## src/hdl/tbps_pkg.sv

```systemverilog
// Shared types and constants for the thread block panel swizzle.
// No dependencies; imported by tbps_udiv, thread_block_panel_swizzle and tb_top.
package tbps_pkg;

  // Grid coordinates and grid sizes are 16 bits wide.
  localparam int COORD_W     = 16;
  // Panel height register width and the largest usable panel height.
  localparam int PANEL_W     = 9;
  localparam int PANEL_MAX   = 256;
  // Offset inside a panel: below PANEL_MAX * 2**COORD_W.
  localparam int OFF_W       = COORD_W + PANEL_W - 1;
  // Default width of the launch coordinate ports.
  localparam int COORD_BITS_DEF = 16;

  localparam int CFG_IDX_W   = 2;

  typedef enum logic [CFG_IDX_W-1:0] {
    CFG_GRID_COLS  = 2'd0,
    CFG_GRID_ROWS  = 2'd1,
    CFG_PANEL_ROWS = 2'd2
  } cfg_idx_e;

  // Sideband carried through the first divider (panel index).
  typedef struct packed {
    logic               oog;
    logic [COORD_W-1:0] col;
    logic [COORD_W-1:0] row;
  } div1_side_t;

  // Sideband carried through the second divider (column within panel).
  typedef struct packed {
    logic               oog;
    logic               odd;
    logic [COORD_W-1:0] base;
  } div2_side_t;

endpackage

```

## src/hdl/tbps_udiv.sv

```systemverilog
// Two-stage pipelined unsigned restoring divider with a sideband payload.
// Depends on tbps_pkg for default widths.
module tbps_udiv #(
  parameter int QBITS  = tbps_pkg::COORD_W,
  parameter int DBITS  = tbps_pkg::PANEL_W,
  parameter int SIDE_W = 1
) (
  input  logic              clk_i,
  input  logic              rst_ni,
  input  logic              valid_i,
  output logic              stall_o,
  input  logic [DBITS-1:0]  rem_i,
  input  logic [QBITS-1:0]  num_i,
  input  logic [DBITS-1:0]  div_i,
  input  logic [SIDE_W-1:0] side_i,
  output logic              valid_o,
  input  logic              stall_i,
  output logic [QBITS-1:0]  quo_o,
  output logic [DBITS-1:0]  rem_o,
  output logic [SIDE_W-1:0] side_o
);
  import tbps_pkg::*;

  localparam int STEPS_A = QBITS / 2;
  localparam int STEPS_B = QBITS - STEPS_A;

  logic              a_v_q, b_v_q;
  logic [DBITS-1:0]  a_rem_q, b_rem_q, a_div_q, b_div_q;
  logic [QBITS-1:0]  a_num_q, b_num_q;
  logic [SIDE_W-1:0] a_side_q, b_side_q;
  logic [DBITS-1:0]  a_rem_d, b_rem_d;
  logic [QBITS-1:0]  a_num_d, b_num_d;
  logic              a_en, b_en;

  assign b_en    = !b_v_q || !stall_i;
  assign a_en    = !a_v_q || b_en;
  assign stall_o = !a_en;

  // Shift dividend bits in at the bottom, quotient bits collect in their place.
  always_comb begin
    logic [DBITS:0] part;
    a_rem_d = rem_i;
    a_num_d = num_i;
    for (int i = 0; i < STEPS_A; i++) begin
      part    = {a_rem_d, a_num_d[QBITS-1]};
      a_num_d = {a_num_d[QBITS-2:0], 1'b0};
      if (part >= {1'b0, div_i}) begin
        part       = part - {1'b0, div_i};
        a_num_d[0] = 1'b1;
      end
      a_rem_d = part[DBITS-1:0];
    end
  end

  always_comb begin
    logic [DBITS:0] part;
    b_rem_d = a_rem_q;
    b_num_d = a_num_q;
    for (int i = 0; i < STEPS_B; i++) begin
      part    = {b_rem_d, b_num_d[QBITS-1]};
      b_num_d = {b_num_d[QBITS-2:0], 1'b0};
      if (part >= {1'b0, a_div_q}) begin
        part       = part - {1'b0, a_div_q};
        b_num_d[0] = 1'b1;
      end
      b_rem_d = part[DBITS-1:0];
    end
  end

  always_ff @(posedge clk_i or negedge rst_ni) begin
    if (!rst_ni) begin
      a_v_q <= 1'b0;
      b_v_q <= 1'b0;
    end else begin
      if (a_en) a_v_q <= valid_i;
      if (b_en) b_v_q <= a_v_q;
    end
  end

  always_ff @(posedge clk_i) begin
    if (a_en) begin
      a_rem_q  <= a_rem_d;
      a_num_q  <= a_num_d;
      a_div_q  <= div_i;
      a_side_q <= side_i;
    end
    if (b_en) begin
      b_rem_q  <= b_rem_d;
      b_num_q  <= b_num_d;
      b_div_q  <= a_div_q;
      b_side_q <= a_side_q;
    end
  end

  assign valid_o = b_v_q;
  assign quo_o   = b_num_q;
  assign rem_o   = b_rem_q;
  assign side_o  = b_side_q;

  a_rem_below_div: assert property (@(posedge clk_i) disable iff (!rst_ni)
    b_v_q && (b_div_q != '0) && $past(a_rem_q < a_div_q) && $past(b_en)
      |-> b_rem_q < b_div_q)
    else $error("divider remainder not below divisor");

endmodule

```

## src/hdl/thread_block_panel_swizzle.sv

```systemverilog
// Thread block panel swizzle: remaps launch coordinates into a serpentine panel order.
// Depends on tbps_pkg and tbps_udiv.
//
// The block takes one launch coordinate per cycle when not stalled and returns its
// remapped column and row, one result per item and no gaps. The depth comes from
// two pipelined restoring dividers, each two stages of eight quotient bits: the first
// finds the panel index (row over panel height), the second splits the offset within
// the panel into column and row (offset over stride). An input register, a stage that
// forms the offset and stride, and the output register make up the rest. Stalls
// collapse bubbles stage by stage, so a waiting result does not block new items while
// the pipeline has room. Coordinates outside the grid come out flagged with zeros.
// Write configuration only while no item is in flight; registers reset to one.
module thread_block_panel_swizzle #(
  parameter int COORD_BITS = tbps_pkg::COORD_BITS_DEF
) (
  input  logic                           clk_i,
  input  logic                           rst_ni,
  input  logic                           cfg_we_i,
  input  logic [tbps_pkg::CFG_IDX_W-1:0] cfg_idx_i,
  input  logic [tbps_pkg::COORD_W-1:0]   cfg_wdata_i,
  input  logic                           in_valid_i,
  output logic                           in_stall_o,
  input  logic [COORD_BITS-1:0]          launch_col_i,
  input  logic [COORD_BITS-1:0]          launch_row_i,
  output logic                           out_valid_o,
  input  logic                           out_stall_i,
  output logic [tbps_pkg::COORD_W-1:0]   mapped_col_o,
  output logic [tbps_pkg::COORD_W-1:0]   mapped_row_o,
  output logic                           out_of_grid_o
);
  import tbps_pkg::*;

  localparam int CMP_W = (COORD_BITS > COORD_W) ? COORD_BITS : COORD_W;
  localparam logic [COORD_W-1:0] OUT_MASK = (COORD_BITS >= COORD_W) ? {COORD_W{1'b1}} :
                                            COORD_W'((64'd1 << COORD_BITS) - 64'd1);

  // Configuration registers.
  logic [COORD_W-1:0] grid_cols_q, grid_rows_q;
  logic [PANEL_W-1:0] panel_rows_q, panel_eff;

  always_ff @(posedge clk_i or negedge rst_ni) begin
    if (!rst_ni) begin
      grid_cols_q  <= COORD_W'(1);
      grid_rows_q  <= COORD_W'(1);
      panel_rows_q <= PANEL_W'(1);
    end else if (cfg_we_i) begin
      unique case (cfg_idx_e'(cfg_idx_i))
        CFG_GRID_COLS:  grid_cols_q  <= cfg_wdata_i;
        CFG_GRID_ROWS:  grid_rows_q  <= cfg_wdata_i;
        CFG_PANEL_ROWS: panel_rows_q <= cfg_wdata_i[PANEL_W-1:0];
        default: ;
      endcase
    end
  end

  // Clamp panel height to the usable range.
  always_comb begin
    if (panel_rows_q == '0)                        panel_eff = PANEL_W'(1);
    else if (panel_rows_q > PANEL_W'(PANEL_MAX))   panel_eff = PANEL_W'(PANEL_MAX);
    else                                           panel_eff = panel_rows_q;
  end

  // Stage 1: input register, grid test.
  logic                  s1_v_q, s1_en, d1_stall;
  logic [COORD_BITS-1:0] s1_col_q, s1_row_q;
  div1_side_t            d1_side_in, d1_side_out;

  assign s1_en      = !s1_v_q || !d1_stall;
  assign in_stall_o = !s1_en;

  always_ff @(posedge clk_i or negedge rst_ni) begin
    if (!rst_ni) s1_v_q <= 1'b0;
    else if (s1_en) s1_v_q <= in_valid_i;
  end

  always_ff @(posedge clk_i) begin
    if (s1_en) begin
      s1_col_q <= launch_col_i;
      s1_row_q <= launch_row_i;
    end
  end

  always_comb begin
    logic [CMP_W-1:0] col_x, row_x;
    col_x = CMP_W'(s1_col_q);
    row_x = CMP_W'(s1_row_q);
    d1_side_in.oog = (col_x >= CMP_W'(grid_cols_q)) || (row_x >= CMP_W'(grid_rows_q));
    d1_side_in.col = col_x[COORD_W-1:0];
    d1_side_in.row = row_x[COORD_W-1:0];
  end

  // Panel index and row within panel.
  logic               d1_valid, s4_stall_up;
  logic [COORD_W-1:0] d1_quo;
  logic [PANEL_W-1:0] d1_rem;

  tbps_udiv #(
    .QBITS (COORD_W),
    .DBITS (PANEL_W),
    .SIDE_W($bits(div1_side_t))
  ) u_div_panel (
    .clk_i  (clk_i),
    .rst_ni (rst_ni),
    .valid_i(s1_v_q),
    .stall_o(d1_stall),
    .rem_i  ('0),
    .num_i  (d1_side_in.row),
    .div_i  (panel_eff),
    .side_i (d1_side_in),
    .valid_o(d1_valid),
    .stall_i(s4_stall_up),
    .quo_o  (d1_quo),
    .rem_o  (d1_rem),
    .side_o (d1_side_out)
  );

  // Stage 4: panel base row, stride and offset within the panel.
  logic               s4_v_q, s4_en, d2_stall;
  logic [OFF_W-1:0]   s4_offset_q, s4_offset_d;
  logic [PANEL_W-1:0] s4_stride_q, s4_stride_d;
  div2_side_t         s4_side_q, s4_side_d;
  logic [COORD_W-1:0] base_row, rows_left;

  assign s4_en       = !s4_v_q || !d2_stall;
  assign s4_stall_up = !s4_en;

  always_comb begin
    base_row    = d1_side_out.row - COORD_W'(d1_rem);
    rows_left   = grid_rows_q - base_row;
    // Short last panel: the stride is the rows left.
    s4_stride_d = (rows_left < COORD_W'(panel_eff)) ? rows_left[PANEL_W-1:0] : panel_eff;
    s4_offset_d = OFF_W'(d1_rem * grid_cols_q) + OFF_W'(d1_side_out.col);
    s4_side_d.oog  = d1_side_out.oog;
    s4_side_d.odd  = d1_quo[0];
    s4_side_d.base = base_row;
  end

  always_ff @(posedge clk_i or negedge rst_ni) begin
    if (!rst_ni) s4_v_q <= 1'b0;
    else if (s4_en) s4_v_q <= d1_valid;
  end

  always_ff @(posedge clk_i) begin
    if (s4_en) begin
      s4_offset_q <= s4_offset_d;
      s4_stride_q <= s4_stride_d;
      s4_side_q   <= s4_side_d;
    end
  end

  // Column and row within the panel.
  logic               d2_valid, s7_stall_up;
  logic [COORD_W-1:0] d2_quo;
  logic [PANEL_W-1:0] d2_rem;
  div2_side_t         d2_side_out;

  tbps_udiv #(
    .QBITS (COORD_W),
    .DBITS (PANEL_W),
    .SIDE_W($bits(div2_side_t))
  ) u_div_offset (
    .clk_i  (clk_i),
    .rst_ni (rst_ni),
    .valid_i(s4_v_q),
    .stall_o(d2_stall),
    .rem_i  (PANEL_W'(s4_offset_q[OFF_W-1:COORD_W])),
    .num_i  (s4_offset_q[COORD_W-1:0]),
    .div_i  (s4_stride_q),
    .side_i (s4_side_q),
    .valid_o(d2_valid),
    .stall_i(s7_stall_up),
    .quo_o  (d2_quo),
    .rem_o  (d2_rem),
    .side_o (d2_side_out)
  );

  // Stage 7: serpentine column order, output register.
  logic               s7_v_q, s7_en, s7_oog_q;
  logic [COORD_W-1:0] s7_col_q, s7_row_q, col_d, row_d;

  assign s7_en       = !s7_v_q || !out_stall_i;
  assign s7_stall_up = !s7_en;

  always_comb begin
    if (d2_side_out.oog) begin
      col_d = '0;
      row_d = '0;
    end else begin
      // Odd panels run their columns right to left.
      col_d = d2_side_out.odd ? (grid_cols_q - COORD_W'(1) - d2_quo) : d2_quo;
      row_d = d2_side_out.base + COORD_W'(d2_rem);
    end
  end

  always_ff @(posedge clk_i or negedge rst_ni) begin
    if (!rst_ni) s7_v_q <= 1'b0;
    else if (s7_en) s7_v_q <= d2_valid;
  end

  always_ff @(posedge clk_i) begin
    if (s7_en) begin
      s7_col_q <= col_d & OUT_MASK;
      s7_row_q <= row_d & OUT_MASK;
      s7_oog_q <= d2_side_out.oog;
    end
  end

  assign out_valid_o   = s7_v_q;
  assign mapped_col_o  = s7_col_q;
  assign mapped_row_o  = s7_row_q;
  assign out_of_grid_o = s7_oog_q;

  a_oog_zero: assert property (@(posedge clk_i) disable iff (!rst_ni)
    out_valid_o && out_of_grid_o |-> (mapped_col_o == '0) && (mapped_row_o == '0))
    else $error("out-of-grid item carries a nonzero mapping");

  a_stall_full: assert property (@(posedge clk_i) disable iff (!rst_ni)
    in_stall_o |-> s1_v_q && d1_stall)
    else $error("input stalled while the first stage has room");

  a_out_hold: assert property (@(posedge clk_i) disable iff (!rst_ni)
    out_valid_o && out_stall_i |=> out_valid_o && $stable(mapped_col_o) &&
      $stable(mapped_row_o) && $stable(out_of_grid_o))
    else $error("stalled result changed");

endmodule

```

## config.mk

```make
export PLATFORM = sky130hd
export DESIGN_NAME = thread_block_panel_swizzle
export DESIGN_NICKNAME = d
export VERILOG_FILES = /design/src/hdl/tbps_pkg.sv /design/src/hdl/tbps_udiv.sv /design/src/hdl/thread_block_panel_swizzle.sv
export SDC_FILE = /design/constraint.sdc
export NUM_CORES = 2
export LEC_CHECK = 0
export BUFFER_PORTS_ARGS = -buffer_cell sky130_fd_sc_hd__buf_2
export CAP_MARGIN = 20
export CORE_MARGIN = 3
export CORE_UTILIZATION = 65
export CTS_CLUSTER_DIAMETER = 80
export CTS_CLUSTER_SIZE = 12
export DETAILED_ROUTE_END_ITERATION = 8
export GPL_TIMING_DRIVEN = 0
export PLACE_DENSITY = 0.83
export SLEW_MARGIN = 10
export SYNTH_ARGS = -nofsm -noshare
export SYNTH_HDL_FRONTEND = slang
export SYNTH_SLANG_ARGS = --single-unit
```

## constraint.sdc

```tcl
create_clock -name clk_i -period 21.5 [get_ports clk_i]
set_clock_uncertainty 0.05 [all_clocks]
set_input_delay 3.225 -clock clk_i [delete_from_list [all_inputs] [get_ports clk_i]]
set_output_delay 3.225 -clock clk_i [all_outputs]
set_load 0.05 [all_outputs]
```

==> impl_summary.txt <==
----------------------------------------------------
[Status]
  Run status ... complete, no violations

[Cells and area]
  Most frequent cells in the layout ... sky130_fd_sc_hd__ha_1, sky130_fd_sc_hd__inv_1, sky130_fd_sc_hd__edfxtp_1
  Nets ... between 4000 and 5000
  Diodes inserted ... 0
  Final std cells w/o fill ... about 4300
  Multi-input logic area ... 0.0223 mm^2
  Most common cell after layout, fill and taps aside ... sky130_fd_sc_hd__ha_1
  Fin area ... 0.0370 mm^2
  Fin util ... between 70% and 80%
  FF/Latch Area ... about 0.010 mm^2
  Number of filler cells placed in the layout ... approximately 3700
  Fraction of final layout cells sized beyond drive strength 1 ... between 10% and 20%
  Area grow syn2layout ... 8.01%

[Yosys]
  Synthesized netlist cell count ... between 3000 and 4000
  Synth async-reset ratio ... roughly 14%
  Count of synthesis-stage warnings from yosys ... 0
  Adder-cell share of the synthesized area ... approximately 24%
  Net Count, Synth ... 4101
  Simple-gate portion of the synthesized area ... 12.1%
  Netlist Area Pre-Place ... ~0.034 mm^2
  Area share of xor/xnor cells in the synthesized design ... under 10%
  Average cell area after synthesis ... between 9 and 10 um^2
  Main combinational cell family by area after synthesis ... adder cells
  Count of distinct cell types in the synthesized netlist ... between 90 and 100
  Synth Flop Type ... sky130_fd_sc_hd__edfxtp_1
  Number of enable flip-flop cells after synthesis ... 305
  Fraction of the mapped netlist area in compound gates ... 14.6%
  Number of flip-flops and latches in the synthesized netlist ... ~350
  Mux share of post-synthesis cell area ... 7.64%
  Sequential element share of the synthesized area ... 30.3%

[Die]
  Die Span X ... approximately 240 um
  Area of the core ... about 0.052 mm^2
  Die Span Y ... 236 um
  Number of top-level pins ... 90
  Effective utilization at floorplan ... about 66%
  FP Rows ... just over 80
  Floorplan die area ... ~0.055 mm^2

[Clock tree]
  Max H-tree Level ... 2
  CTS Root Buffer Type ... sky130_fd_sc_hd__clkbuf_16
  Later-pin clock latency in the skew report ... between 500 and 600 ps
  Clock transition at path regs ... 60 ps
  CTS Buf Count ... 37
  TritonCTS Sinks ... 353
  Maximum root-to-sink buffer count ... 3
  Clock tree from TritonCTS ... built

[Critical path]
  Launch point of the critical path ... u_div_panel.a_div_q[0]
  Startpoint types ... flip-flop
  Type of the worst setup path ... flip-flop to flip-flop
  Maximum fanout encountered on the critical timing path ... 10
  CP max stage cell ... sky130_fd_sc_hd__edfxtp_1
  Required @ worst endpoint ... 21750 ps
  CP dominant cell by count ... sky130_fd_sc_hd__a21o_1
  Kind of end point of the critical path ... flip-flop
  Arr. time, crit path ... around 20000 ps
  Largest stage delay on the critical path ... between 500 and 600 ps
  Beginning of the worst register-to-register path ... u_div_panel.a_div_q[0]

[Timing]
  Final worst path period share ... 93.4%
  Max-slew headroom ... about 33%
  Unrepaired setup endpoints after global routing ... false
  Fmax ... ~50 MHz
  Number of pins exceeding their max-slew limit in the final report ... 0
  Final Hold Violating Endpoints ... 0
  Final setup violating endpoints ... 0
  Setup TNS ... 0 ps
  Final min period ... 20090 ps
  Transition at the pin with the smallest max-transition slack ... 1000 ps

[Detailed routing]
  DRT Wirelength ... about 84000 um
  Vias after detailed routing ... roughly 27000
  Drt first-iter violations ... about 2100
  Detailed-routing iteration count for the pre-antenna-repair pass ... 8
  Post-DR vias/cell ... a little over 6
  Routed length per placed instance ... slightly below 20 um
  Number of remaining DRC errors ... 0
  Antenna-violating nets left ... 0

[GRT]
  Maximum number of pins on one net before global-route repair ... 40
  Total congestion overflow ... 0
  Via count of the first global-routing pass ... roughly 26000
  Aggregate global-route resource usage ... 29.5%
  Initial antenna violation count ... 1
  Global-route wire length before repair ... between 100000 and 150000 um

[Worst hold path]
  Type of the most critical hold path ... flip-flop to flip-flop
  Min-Delay Startpoint ... u_div_panel.a_side_q[13]

[Placement]
  Weighted congestion at the end of routability-driven global placement ... between 0.9 and 1
  Placed Instances ... ~4300
  Placed Area ... 0.0357 mm^2
  Sum of net half-perimeters after detailed placement ... about 65000 um
  Number of I/O port buffers ... slightly below 90

[Run]
  Max Cap Viol ... 0

----------------------------------------------------
[flip-flops by register name (all words and copies together), names as in the netlist, 18 cells and up]
name,count
s4_offset_q,24
s4_side_q,18
u_div_offset.a_side_q,18
u_div_offset.side_o,18
u_div_panel.a_side_q,33
u_div_panel.side_o,33
[what timing repair did]
item,CTS,global route
endpoints found under the hold margin,0,0
setup endpoints to repair,0,20
hold buffers,0,0
gates resized for setup,0,10
setup buffers,0,7
[cells in the mapped netlist, types with 101 or more instances]
cell                       count  area [um^2]
sky130_fd_sc_hd__fa_1        145         2900
sky130_fd_sc_hd__xor2_1      101          885
sky130_fd_sc_hd__nor2_1      226          848
sky130_fd_sc_hd__a21oi_1     212         1060
sky130_fd_sc_hd__edfxtp_1    305         9160
sky130_fd_sc_hd__nand2_1     281         1050
sky130_fd_sc_hd__mux2_2      162         1820
sky130_fd_sc_hd__xnor2_1     150         1310
sky130_fd_sc_hd__inv_1       379         1420
sky130_fd_sc_hd__o21ai_0     161          806
sky130_fd_sc_hd__a21o_1      115          863
sky130_fd_sc_hd__ha_1        426         5330
[metal layers]
layer  vias to the layer above  track usage [%]  routed length [um]
li1                      12700                -                   -
met1                     12800             37.3               34100
met2                       983             51.0               40200
met3                       218             4.44                5900
met4                         0             11.3                3450
met5                         -                0                   0
[cell families (layout without fill, tap and decap cells)]
family                   count (synthesis)  count (layout)
AO/OA/AOI/OAI                          761             761
adder cells (fa/ha/maj)                571             571
flip-flops                             353             353
multiplexers                           237             237
buffers and inverters                  439             609
XOR/XNOR                               251             251
AND/OR/NAND/NOR                        863             863
[critical path, delay by kind of cell (launching register included)]
kind / cells / cell delay (ps)
and+or+nand+nor: 14 / 2410
AOI/OAI and AO/OA: 42 / 9910
DFF: 1 / 570
buffers and inverters: 8 / 1650
adders and majority gates: 9 / 3610
muxes: 5 / 1600
[metrics by stage]
step           hold slack, ps  worst slack, ps
5_1_grt                   373             30.2
6_report                  364             1410
4_1_cts                   358              676
3_5_place_dp              355              830
2_1_floorplan             350             4050
3_3_place_gp              351              970
[path summary, 6_finish.rpt]
path / depth (start not counted) / to / slack [ps]
worst min-delay path: 0 / u_div_panel.side_o[13] / 360
max in group asynchronous: 2 / grid_cols_q[0] / 18160
worst max-delay path: 78 / u_div_panel.rem_o[1] / 1410
min in group asynchronous: 1 / u_div_panel.a_v_q / 2610
worst min register to register: 0 / u_div_panel.side_o[13] / 360
worst max register to register: 78 / u_div_panel.rem_o[1] / 1410
[layout make-up]
type,count,area share [%]
Buffer,51,0.646
Sequential cell,353,28.0
Clock inverter,7,0.250
Clock buffer,59,2.89
Timing Repair Buffer,105,1.81
Inverter,387,3.95
Multi-Input combinational cell,2683,60.1
Tap cell,680,2.30
Power is not shown: default switching activity piles up to over one toggle a cycle in this logic, so the estimate is an artifact.
